**config.mk**
```make
export PLATFORM = sky130hd
export DESIGN_NAME = fdr_isqrt_pipe
export DESIGN_NICKNAME = d
export VERILOG_FILES = /design/src/rtl/fdr_isqrt_pipe.sv
export SDC_FILE = /design/constraint.sdc
export NUM_CORES = 1
export LEC_CHECK = 0
export BUFFER_PORTS_ARGS = -buffer_cell sky130_fd_sc_hd__clkbuf_2
export CELL_PAD_IN_SITES_DETAIL_PLACEMENT = 1
export CELL_PAD_IN_SITES_GLOBAL_PLACEMENT = 1
export CORE_UTILIZATION = 40
export DETAILED_ROUTE_END_ITERATION = 10
export GPL_ROUTABILITY_DRIVEN = 0
export GPL_TIMING_DRIVEN = 0
export PLACE_DENSITY_LB_ADDON = 0.1
export RECOVER_POWER = 100
export SKIP_CTS_REPAIR_TIMING = 1
export SYNTH_ARGS = -nofsm -noshare
export SYNTH_HDL_FRONTEND = slang
export SYNTH_SLANG_ARGS = --single-unit
```
**constraint.sdc**
```tcl
create_clock -name i_clk -period 6.4 [get_ports i_clk]
set_clock_uncertainty 0.2 [all_clocks]
set_input_delay 0.32 -clock i_clk [delete_from_list [all_inputs] [get_ports i_clk]]
set_output_delay 0.32 -clock i_clk [all_outputs]
set_load 0.005 [all_outputs]
```
**src/rtl/fdr_isqrt_pipe.sv**
```systemverilog
module fdr_isqrt_pipe #(
    parameter int IN_W   = 32,
    parameter int SIDE_W = 1
) (
    input  logic                 i_clk,
    input  logic                 i_rst_n,
    input  logic                 i_en,
    input  logic                 i_valid,
    input  logic [IN_W-1:0]      i_radicand,
    input  logic [SIDE_W-1:0]    i_side,
    output logic                 o_valid,
    output logic [IN_W/2-1:0]    o_root,
    output logic [SIDE_W-1:0]    o_side
);

    localparam int ROOT_W = IN_W / 2;
    localparam int REM_W  = ROOT_W + 2;

    logic              s_vld  [0:ROOT_W];
    logic [REM_W-1:0]  s_rem  [0:ROOT_W];
    logic [ROOT_W-1:0] s_root [0:ROOT_W];
    logic [IN_W-1:0]   s_rad  [0:ROOT_W];
    logic [SIDE_W-1:0] s_side [0:ROOT_W];

    assign s_vld[0]  = i_valid;
    assign s_rem[0]  = '0;
    assign s_root[0] = '0;
    assign s_rad[0]  = i_radicand;
    assign s_side[0] = i_side;

    // one result bit per stage, restoring digit recurrence
    for (genvar s = 0; s < ROOT_W; s++) begin : g_stage
        logic              r_vld;
        logic [REM_W-1:0]  r_rem;
        logic [ROOT_W-1:0] r_root;
        logic [IN_W-1:0]   r_rad;
        logic [SIDE_W-1:0] r_side;
        logic [REM_W-1:0]  w_shift;
        logic [REM_W-1:0]  w_trial;
        logic              w_ge;
        logic [REM_W-1:0]  n_rem;
        logic [ROOT_W-1:0] n_root;

        assign w_shift = {s_rem[s][REM_W-3:0], s_rad[s][IN_W-1:IN_W-2]};
        assign w_trial = {s_root[s], 2'b01};
        assign w_ge    = w_shift >= w_trial;
        assign n_rem   = w_ge ? (w_shift - w_trial) : w_shift;
        assign n_root  = {s_root[s][ROOT_W-2:0], w_ge};

        always_ff @(posedge i_clk) begin
            if (!i_rst_n) begin
                r_vld <= 1'b0;
            end else if (i_en) begin
                r_vld <= s_vld[s];
            end
        end

        always_ff @(posedge i_clk) begin
            if (i_en) begin
                r_rem  <= n_rem;
                r_root <= n_root;
                r_rad  <= {s_rad[s][IN_W-3:0], 2'b00};
                r_side <= s_side[s];
            end
        end

        assign s_vld[s+1]  = r_vld;
        assign s_rem[s+1]  = r_rem;
        assign s_root[s+1] = r_root;
        assign s_rad[s+1]  = r_rad;
        assign s_side[s+1] = r_side;
    end

    assign o_valid = s_vld[ROOT_W];
    assign o_root  = s_root[ROOT_W];
    assign o_side  = s_side[ROOT_W];

endmodule

```
==> flow_summary.ini <==
[run_status]
status = finished with violations
violations = max-capacitance violations, max-slew violations

[layout]
fin_util_pct = 46.43
area_growth_pct = 14.34
multiInputGateArea_um2 = 8879
fill_cells = 7179
drive_gt1_share_pct = 8.491
final-seq-area_um2 = 18820
postLayoutCellArea_um2 = 32680
nNetsFinal = 2464

[route]
vias = 16490
wl_mm = 54.28
drtIter0Drc = 807
drt_pass1_iterations = 5
viasPerCell = 5.038
route.detailed.drc = 0
avgRoutedWirePerCell_um = 16.59
ant_nets = 0

[setup_path]
required_ns = 6.42
crit_path_frequent_cell = buf_16
rr_worst_depth = 7
slowest_stage = clkbuf_2
end_kind = register
r2r_slack_ns = 2.18
setup.worst_path.start_class = input pin
cpPeakStageDelay_ns = 2.05
critPathMaxFanout = 120
reg2reg_from = g_stage[12].r_rem[5]
cp.arrival_ns = 4.42
critPathKind = input pin to register
r2r-end = g_stage[13].r_rem[11]
crit_path_cell_trace = clkbuf_8 > buf_16 > clkbuf_2 > buf_16 > buf_16

[place]
io_buffers = 54
preCtsSetupSlack_ns = 2.868
place_area_um2 = 30180
dp_hpwl_mm = 38.63

[timing]
hold_slack_ns = 0.07782
hold_viol = 0
report.final.slew_viol_count = 231
period_needed_ns = 4.399
max_freq_mhz = 227.3
setup_ws_ns = 2.001
fin_tns_setup_ns = 0
finalSetupViolations = 0
worstMarginPinSlew_ns = 2.877
rsz0062_at_grt = no
slew_headroom_pct = -91.83
post-route-period-util_pct = 68.73

[clock_tree]
clk_latency_ns = 0.61
cts_buffer_depth = 3
clkTransAtPathRegs_ns = 0.06
clkSinkCount = 632
htree_num_levels = 3
cts_buffers = 72
cts_tree = done
cts_root_buffer = clkbuf_16

[synth]
synth_edf_count = 616
synth_seq_area_share_pct = 65.83
syn_area_per_cell_um2 = 13.57
syn_inst = 2106
synth.top_cell.area_share_pct = 64.71
synthTopCellsByArea = edfxtp_1, ha_1, xnor2_1
yosysMostFrequentCell = edfxtp_1
synth.distinct_cells = 80
synth_common_cells = edfxtp_1, inv_1, ha_1, nor2_1, a21oi_1
ys_ff_latch = 632
ys.flop_type = edfxtp_1
synth_nets = 2295
syn_area_um2 = 28580
yosys.area.top_type = edfxtp_1
yosysWarnings = 0
async_flop_share_pct = 0

[power]
power-per-cell-area_nw_per_um2 = 341.2
pwr-share-seq_pct = 48.5
leakage_uw = 0.01256
irDropWorstVdd_mv = 0.2311
clock_power_share_pct = 35.3
power.internal_uw = 8233
comb_power_share_pct = 16.2
p_switching_uw = 2917
switching_share_pct = 26.16

[global_route]
grt_max_degree = 121
grt_pass1_vias = 17220
antenna_found_initial = 0
grt_overflow = 0
grt_pass1_wl_mm = 89.33
grtUsageTotal_pct = 15.14

[floorplan]
die_area_um2 = 72540
io_pins = 55
die_h_um = 269.3
chipWidth_um = 269.3
rows = 97
initial_core_util_pct = 40.61
coreArea_um2 = 70390

[min_path]
min_path_cells = 1
hp-class = input pin to register
hold_end = g_stage[0].r_rad[2]
holdCritStartpoint = i_en

[job]
drv_cap = 2
## power groups by stage
stage                     sequential (uW)  clock, uW  combinational, uW
after floorplan                      5390          0               1320
after global placement               5580          0               1730
after detailed placement             5500          0               1810
after CTS                            5410       4090               1820
after global routing                 5460       4230               2040
final                                5410       3940               1800
## cell usage in the layout (no fill, tap or decap), drive strengths merged, types with 61 or more instances in the layout
master	count
ha	152
o21ai	99
nor2	131
nand2	104
edfxtp	616
a21oi	120
inv	178
xor2	79
xnor2	82
clkbuf	183
nor3	61
## metrics by stage
| step | total power [uW] | std cells |
|---|---|---|
| floorplan | 6705 | 2106 |
| global placement | 7312 | 3100 |
| detailed placement | 7305 | 3105 |
| CTS | 11320 | 3236 |
| global route | 11730 | 3272 |
| finish | 11150 | 3273 |
## flip-flops by register name, indices dropped and copies added, names as in the netlist
| name | count |
|---|---|
| g_stage.r_vld | 15 |
| g_stage.r_rad | 240 |
| g_stage.r_rem | 224 |
| o_valid | 1 |
| o_side | 1 |
| o_root | 16 |
| g_stage.r_root | 120 |
| g_stage.r_side | 15 |
## worst max path at each step
stage                              start              endpoint
floorplan            g_stage[5].r_rem[2]   g_stage[6].r_rem[6]
global placement                    i_en      g_stage[2].r_vld
detailed placement                  i_en  g_stage[9].r_root[9]
CTS                 g_stage[13].r_rem[0]  g_stage[14].r_rem[1]
global route                        i_en   g_stage[8].r_rem[6]
finish                              i_en  g_stage[9].r_root[9]
## per-layer routing
layer	wire length [um]	global-route usage (%)
met1	25820	20.53
met2	25290	24.65
met3	1872	2.636
met4	1296	4.919
met5	0	0
## area by class of cell
class / instances / area share, %
Sequential cell: 632 / 57.58
Buffer: 30 / 0.3522
Tap cell: 940 / 3.599
Inverter: 179 / 2.056
Multi-Input combinational cell: 1265 / 27.17
Clock inverter: 31 / 0.9839
Timing Repair Buffer: 95 / 2.205
Antenna cell: 1 / 0.007657
Clock buffer: 100 / 6.053
## worst max-delay path, delay by kind of cell
kind     cells  cell delay [ns]
buf+inv      5             3.79
## cell families (layout without fill, tap and decap cells)
| logic type | count (synthesis) | in the layout | share of synthesized area (%) |
|---|---|---|---|
| DFF | 632 | 632 | 65.83 |
| and+or+nand+nor | 519 | 519 | 9.389 |
| AOI/OAI and AO/OA | 380 | 380 | 8.365 |
| buffers and inverters | 209 | 435 | 2.836 |
| xor gates and xnor gates | 161 | 161 | 4.933 |
| adders and majority gates | 152 | 152 | 6.653 |
| muxes | 52 | 52 | 1.978 |
| other | 1 | 2 | 0.01312 |
(Power assumes the default switching activity.)
