**src/rtl/fdr_div_pipe.sv**
```systemverilog
module fdr_div_pipe #(
    parameter int DEN_W  = 16,
    parameter int STEPS  = 16,
    parameter int SIDE_W = 1
) (
    input  logic                 i_clk,
    input  logic                 i_rst_n,
    input  logic                 i_en,
    input  logic                 i_valid,
    input  logic [DEN_W-1:0]     i_rem_init,
    input  logic [STEPS-1:0]     i_low,
    input  logic [DEN_W-1:0]     i_den,
    input  logic [SIDE_W-1:0]    i_side,
    output logic                 o_valid,
    output logic [STEPS-1:0]     o_quot,
    output logic [SIDE_W-1:0]    o_side
);

    logic              s_vld  [0:STEPS];
    logic [DEN_W-1:0]  s_rem  [0:STEPS];
    logic [STEPS-1:0]  s_low  [0:STEPS];
    logic [STEPS-1:0]  s_quot [0:STEPS];
    logic [DEN_W-1:0]  s_den  [0:STEPS];
    logic [SIDE_W-1:0] s_side [0:STEPS];

    assign s_vld[0]  = i_valid;
    assign s_rem[0]  = i_rem_init;
    assign s_low[0]  = i_low;
    assign s_quot[0] = '0;
    assign s_den[0]  = i_den;
    assign s_side[0] = i_side;

    // shift in one numerator bit per stage, subtract when it fits
    for (genvar s = 0; s < STEPS; s++) begin : g_stage
        logic              r_vld;
        logic [DEN_W-1:0]  r_rem;
        logic [STEPS-1:0]  r_low;
        logic [STEPS-1:0]  r_quot;
        logic [DEN_W-1:0]  r_den;
        logic [SIDE_W-1:0] r_side;
        logic [DEN_W:0]    w_shift;
        logic [DEN_W:0]    w_diff;
        logic              w_ge;
        logic [DEN_W-1:0]  n_rem;

        assign w_shift = {s_rem[s], s_low[s][STEPS-1]};
        assign w_diff  = w_shift - {1'b0, s_den[s]};
        assign w_ge    = w_shift >= {1'b0, s_den[s]};
        assign n_rem   = w_ge ? w_diff[DEN_W-1:0] : w_shift[DEN_W-1:0];

        always_ff @(posedge i_clk) begin
            if (!i_rst_n) begin
                r_vld <= 1'b0;
            end else if (i_en) begin
                r_vld <= s_vld[s];
            end
        end

        always_ff @(posedge i_clk) begin
            if (i_en) begin
                r_rem  <= n_rem;
                r_low  <= {s_low[s][STEPS-2:0], 1'b0};
                r_quot <= {s_quot[s][STEPS-2:0], w_ge};
                r_den  <= s_den[s];
                r_side <= s_side[s];
            end
        end

        assign s_vld[s+1]  = r_vld;
        assign s_rem[s+1]  = r_rem;
        assign s_low[s+1]  = r_low;
        assign s_quot[s+1] = r_quot;
        assign s_den[s+1]  = r_den;
        assign s_side[s+1] = r_side;
    end

    assign o_valid = s_vld[STEPS];
    assign o_quot  = s_quot[STEPS];
    assign o_side  = s_side[STEPS];

endmodule

```
**config.mk**
```make
export PLATFORM = sky130hd
export DESIGN_NAME = fdr_div_pipe
export DESIGN_NICKNAME = d
export VERILOG_FILES = /design/src/rtl/fdr_div_pipe.sv
export SDC_FILE = /design/constraint.sdc
export NUM_CORES = 1
export LEC_CHECK = 0
export ABC_AREA = 1
export BUFFER_PORTS_ARGS = -buffer_cell sky130_fd_sc_hd__buf_4
export CORE_MARGIN = 4
export CORE_UTILIZATION = 29
export CTS_BUF_LIST = sky130_fd_sc_hd__clkbuf_4 sky130_fd_sc_hd__clkbuf_8
export DETAILED_ROUTE_END_ITERATION = 7
export GPL_ROUTABILITY_DRIVEN = 0
export MAX_ROUTING_LAYER = met4
export PLACE_DENSITY = 0.47
export SYNTH_ARGS = -nofsm -noshare
export SYNTH_HDL_FRONTEND = slang
export SYNTH_SLANG_ARGS = --single-unit
export TNS_END_PERCENT = 50
```
**constraint.sdc**
```tcl
create_clock -name i_clk -period 2.8 [get_ports i_clk]
set_input_delay 0.56 -clock i_clk [delete_from_list [all_inputs] [get_ports i_clk]]
set_output_delay 0.56 -clock i_clk [all_outputs]
set_load 0.02 [all_outputs]
```
==> run summary <==
commonest non-fill, non-tap cell in the layout -> nand2_1
port buffer count -> 70
synthesis-to-layout area growth -> 14.7%
number of setup buffers added after CTS -> 0
CTS max path bufs -> 3
Post-Syn Instances -> 5051
Synth warnings -> 0
fin nets -> 5634
post-synthesis sequential area ratio -> 52.3%
Fin Setup TNS -> 0 ns
Crit Reg-Reg Startpoint -> g_stage[5].r_rem[1]$_DFFE_PP_
kind of critical path -> reg -> reg
initial cell density of the core -> 29.2%
HPWL after DPL -> 84600 µm
clk_skew -> 0.0355 ns
Worst Hold Class -> in -> reg
Pwr per Cell Area -> 981 mW/mm²
post-route minimum period -> 2.37 ns
Critical Path Start Type -> flip-flop
worst setup path startpoint -> g_stage[5].r_rem[1]$_DFFE_PP_
pre-CTS setup slack -> 0.265 ns
post-layout worst setup margin -> 0.427 ns
share of layout cells above drive strength 1 -> 8.13%
Crit-path slowest cell -> edfxtp_1
initial antenna violation count -> 5
status -> completed
Max-Slew Margin vs Limit -> 61.5%
clock power share -> 22.4%
first-pass iteration count of the detailed router -> 6
register area -> 0.0229 mm²
CP peak stage delay -> 0.43 ns
# IOs -> 71
Int Power -> 0.0292 W
fin area -> 0.0503 mm²
synthesized net count -> 5375
pin count of the biggest net entering global routing -> 97
leak pwr -> 24.5 nW
Fmax -> 0.421 GHz
H-tree depth -> 4
Num CTS Buffers -> 146
Comb power frac -> 41.9%
worst-case reg-to-reg path depth -> 11
Hold Path Origin -> i_rem_init[10]
Multi-input gate area -> 0.0168 mm²
CTS Root Cell -> clkbuf_8
Least-Margin Pin Slew -> 0.578 ns
Final Max Slew Viols -> 0
vias in the first global route -> 31998
Flop pwr share -> 35.6%
FF-to-FF End -> g_stage[6].r_rem[3]$_DFFE_PP_
Final period util -> 84.7%
Psw -> 0.0201 W
vias -> 32509
clock slew at reported path FFs -> 0.06 ns
die area -> 0.157 mm²
drt first-iter violations -> 2088
Yosys reg bits -> 768
routed wire length -> 111000 µm
area of the mapped netlist -> 0.0438 mm²
setup violators final -> 0
post-CTS sizing -> 0
Switching Share -> 40.8%
num rows -> 142
Clk Latency, worst-skew pair -> 0.82 ns
Filler cells -> 15691
crit end category -> flip-flop
R2R setup slack -> 0.43 ns
GRT Residual Overflow -> 0
Mapped Avg Cell Area -> 8.67 µm²
Worst EP required -> 3.33 ns
Hold EP -> g_stage[0].r_rem[11]$_DFFE_PP_
Worst Path Max Fanout -> 17
DIE WIDTH -> 397 µm
drt wl/cell -> 15.0 µm
max_cap viols -> 0
gr usage total -> 14.6%
first-pass GRT wire length -> 176000 µm
clk sink count -> 768
Arr. time, crit path -> 2.90 ns
maximum VDD drop -> 0.318 mV
area of placed instances -> 0.0469 mm²
CP most frequent cell -> nand2_1
Fin. Hold Viols -> 0
TritonCTS clock tree -> yes
vias per cell -> 4.37
core area -> 0.150 mm²
antenna-violating nets left -> 0
crit path cell chain -> ha_1, nand2_1, nand2_1, nand2_1, nand3_1, nand2_1, nand3_1, nand2_2, nand2_4, nand2_1, nand2_1
most frequent cells in the layout -> 1852 x nand2_1, 960 x inv_1, 752 x edfxtp_1
hold_ws -> 0.134 ns
unrepaired setup endpoints after global routing -> false
Unique masters post-synth -> 42
Die H -> 397 µm
total power -> 0.0493 W
Hold Path Depth -> 3
detailed-route DRC error count -> 0
==> cell usage after synthesis (all sizes together) <==
cell       n  area share, %
nand3b    33           0.57
inv      964            8.3
o21ai     29           0.34
clkbuf     8          0.083
nor3      49           0.57
nor4       5           0.13
and2      12           0.17
a21oi    134            1.5
o21a      13           0.22
buf       49            1.0
nor2     244            2.3
nand2   1888             17
nor3b      1          0.017
xor2      69            1.4
or2       11           0.16
dfxtp     16           0.73
ha       256            7.3
a21o       1          0.017
edfxtp   752             52
o21bai     9           0.15
fa        15           0.69
a21boi     1          0.017
nand4     72            1.0
nand3    390            4.7
xnor2     22           0.44
and3       8           0.11
==> cells by family (layout without fill, tap and decap cells) <==
| group | count (synthesis) | in the layout | share of synthesized area (%) |
|---|---|---|---|
| buffers and inverters | 1021 | 1396 | 9.35 |
| AO/OA/AOI/OAI | 187 | 187 | 2.28 |
| adder cells (fa/ha/maj) | 271 | 271 | 8.00 |
| AND/OR/NAND/NOR | 2713 | 2713 | 26.3 |
| flip-flops | 768 | 768 | 52.3 |
| other | 0 | 4 | 0 |
| XOR/XNOR | 91 | 91 | 1.82 |
==> worst max path at each step <==
stage | endpoint | slack, ns | depth (start not counted)
2_1_floorplan | g_stage[0].r_rem[4]$_DFFE_PP_ | 0.72 | 12
3_3_place_gp | g_stage[0].r_rem[4]$_DFFE_PP_ | 0.27 | 12
3_5_place_dp | g_stage[0].r_rem[10]$_DFFE_PP_ | 0.27 | 12
4_1_cts | g_stage[6].r_rem[3]$_DFFE_PP_ | 0.43 | 11
5_1_grt | g_stage[4].r_rem[3]$_DFFE_PP_ | 0.23 | 13
6_report | g_stage[6].r_rem[3]$_DFFE_PP_ | 0.43 | 11
==> routing by layer <==
metal,GRT usage [%],wire (µm),vias to the layer above
met2,22.6,49900,632
met5,-,0,-
met1,19.1,53000,14919
li1,-,-,16728
met3,2.85,5080,230
met4,5.01,3480,0
==> power by group through the flow <==
stage                     combinational, W  sequential [W]  clock (W)
after floorplan                     0.0157          0.0170          0
after global placement              0.0205          0.0178          0
after detailed placement            0.0206          0.0178          0
after CTS                           0.0207          0.0176     0.0117
after global routing                0.0239          0.0178     0.0122
final                               0.0207          0.0176     0.0111
==> cell type report <==
| type | instances | area share (%) |
|---|---|---|
| diodes | 4 | 0.0199 |
| flip-flops and latches | 768 | 45.6 |
| clock inverters | 77 | 1.10 |
| well taps | 2016 | 5.02 |
| multi-input cells | 3262 | 33.5 |
| inverters | 964 | 7.20 |
| repair buffers | 168 | 2.98 |
| clock buffers | 187 | 4.66 |
==> worst max-delay path: cells and delay by family, from the launching register on <==
| kind | cells | cell delay, ns |
|---|---|---|
| adders and majority gates | 1 | 0.43 |
| and+or+nand+nor | 10 | 1.21 |
| DFF | 1 | 0.43 |
==> stage by stage <==
stage	utilization [%]	std cells
2_1_floorplan	-	5051
3_3_place_gp	31.3	7132
3_5_place_dp	31.3	7132
4_1_cts	33.5	7442
5_1_grt	33.5	7446
6_report	33.5	7446
==> what timing repair did <==
action | CTS | global route
hold buffers | 46 | 0
endpoints found under the hold margin | 59 | 0
setup endpoints to repair | 0 | 0
==> sequential cells by signal, summed over array words and instances (netlist names) <==
register / cells
o_valid: 1
g_stage.r_side: 15
g_stage.r_low: 120
o_quot: 16
g_stage.r_quot: 120
g_stage.r_rem: 240
o_side: 1
g_stage.r_vld: 15
g_stage.r_den: 240
Power figures use the tool's default switching activity.
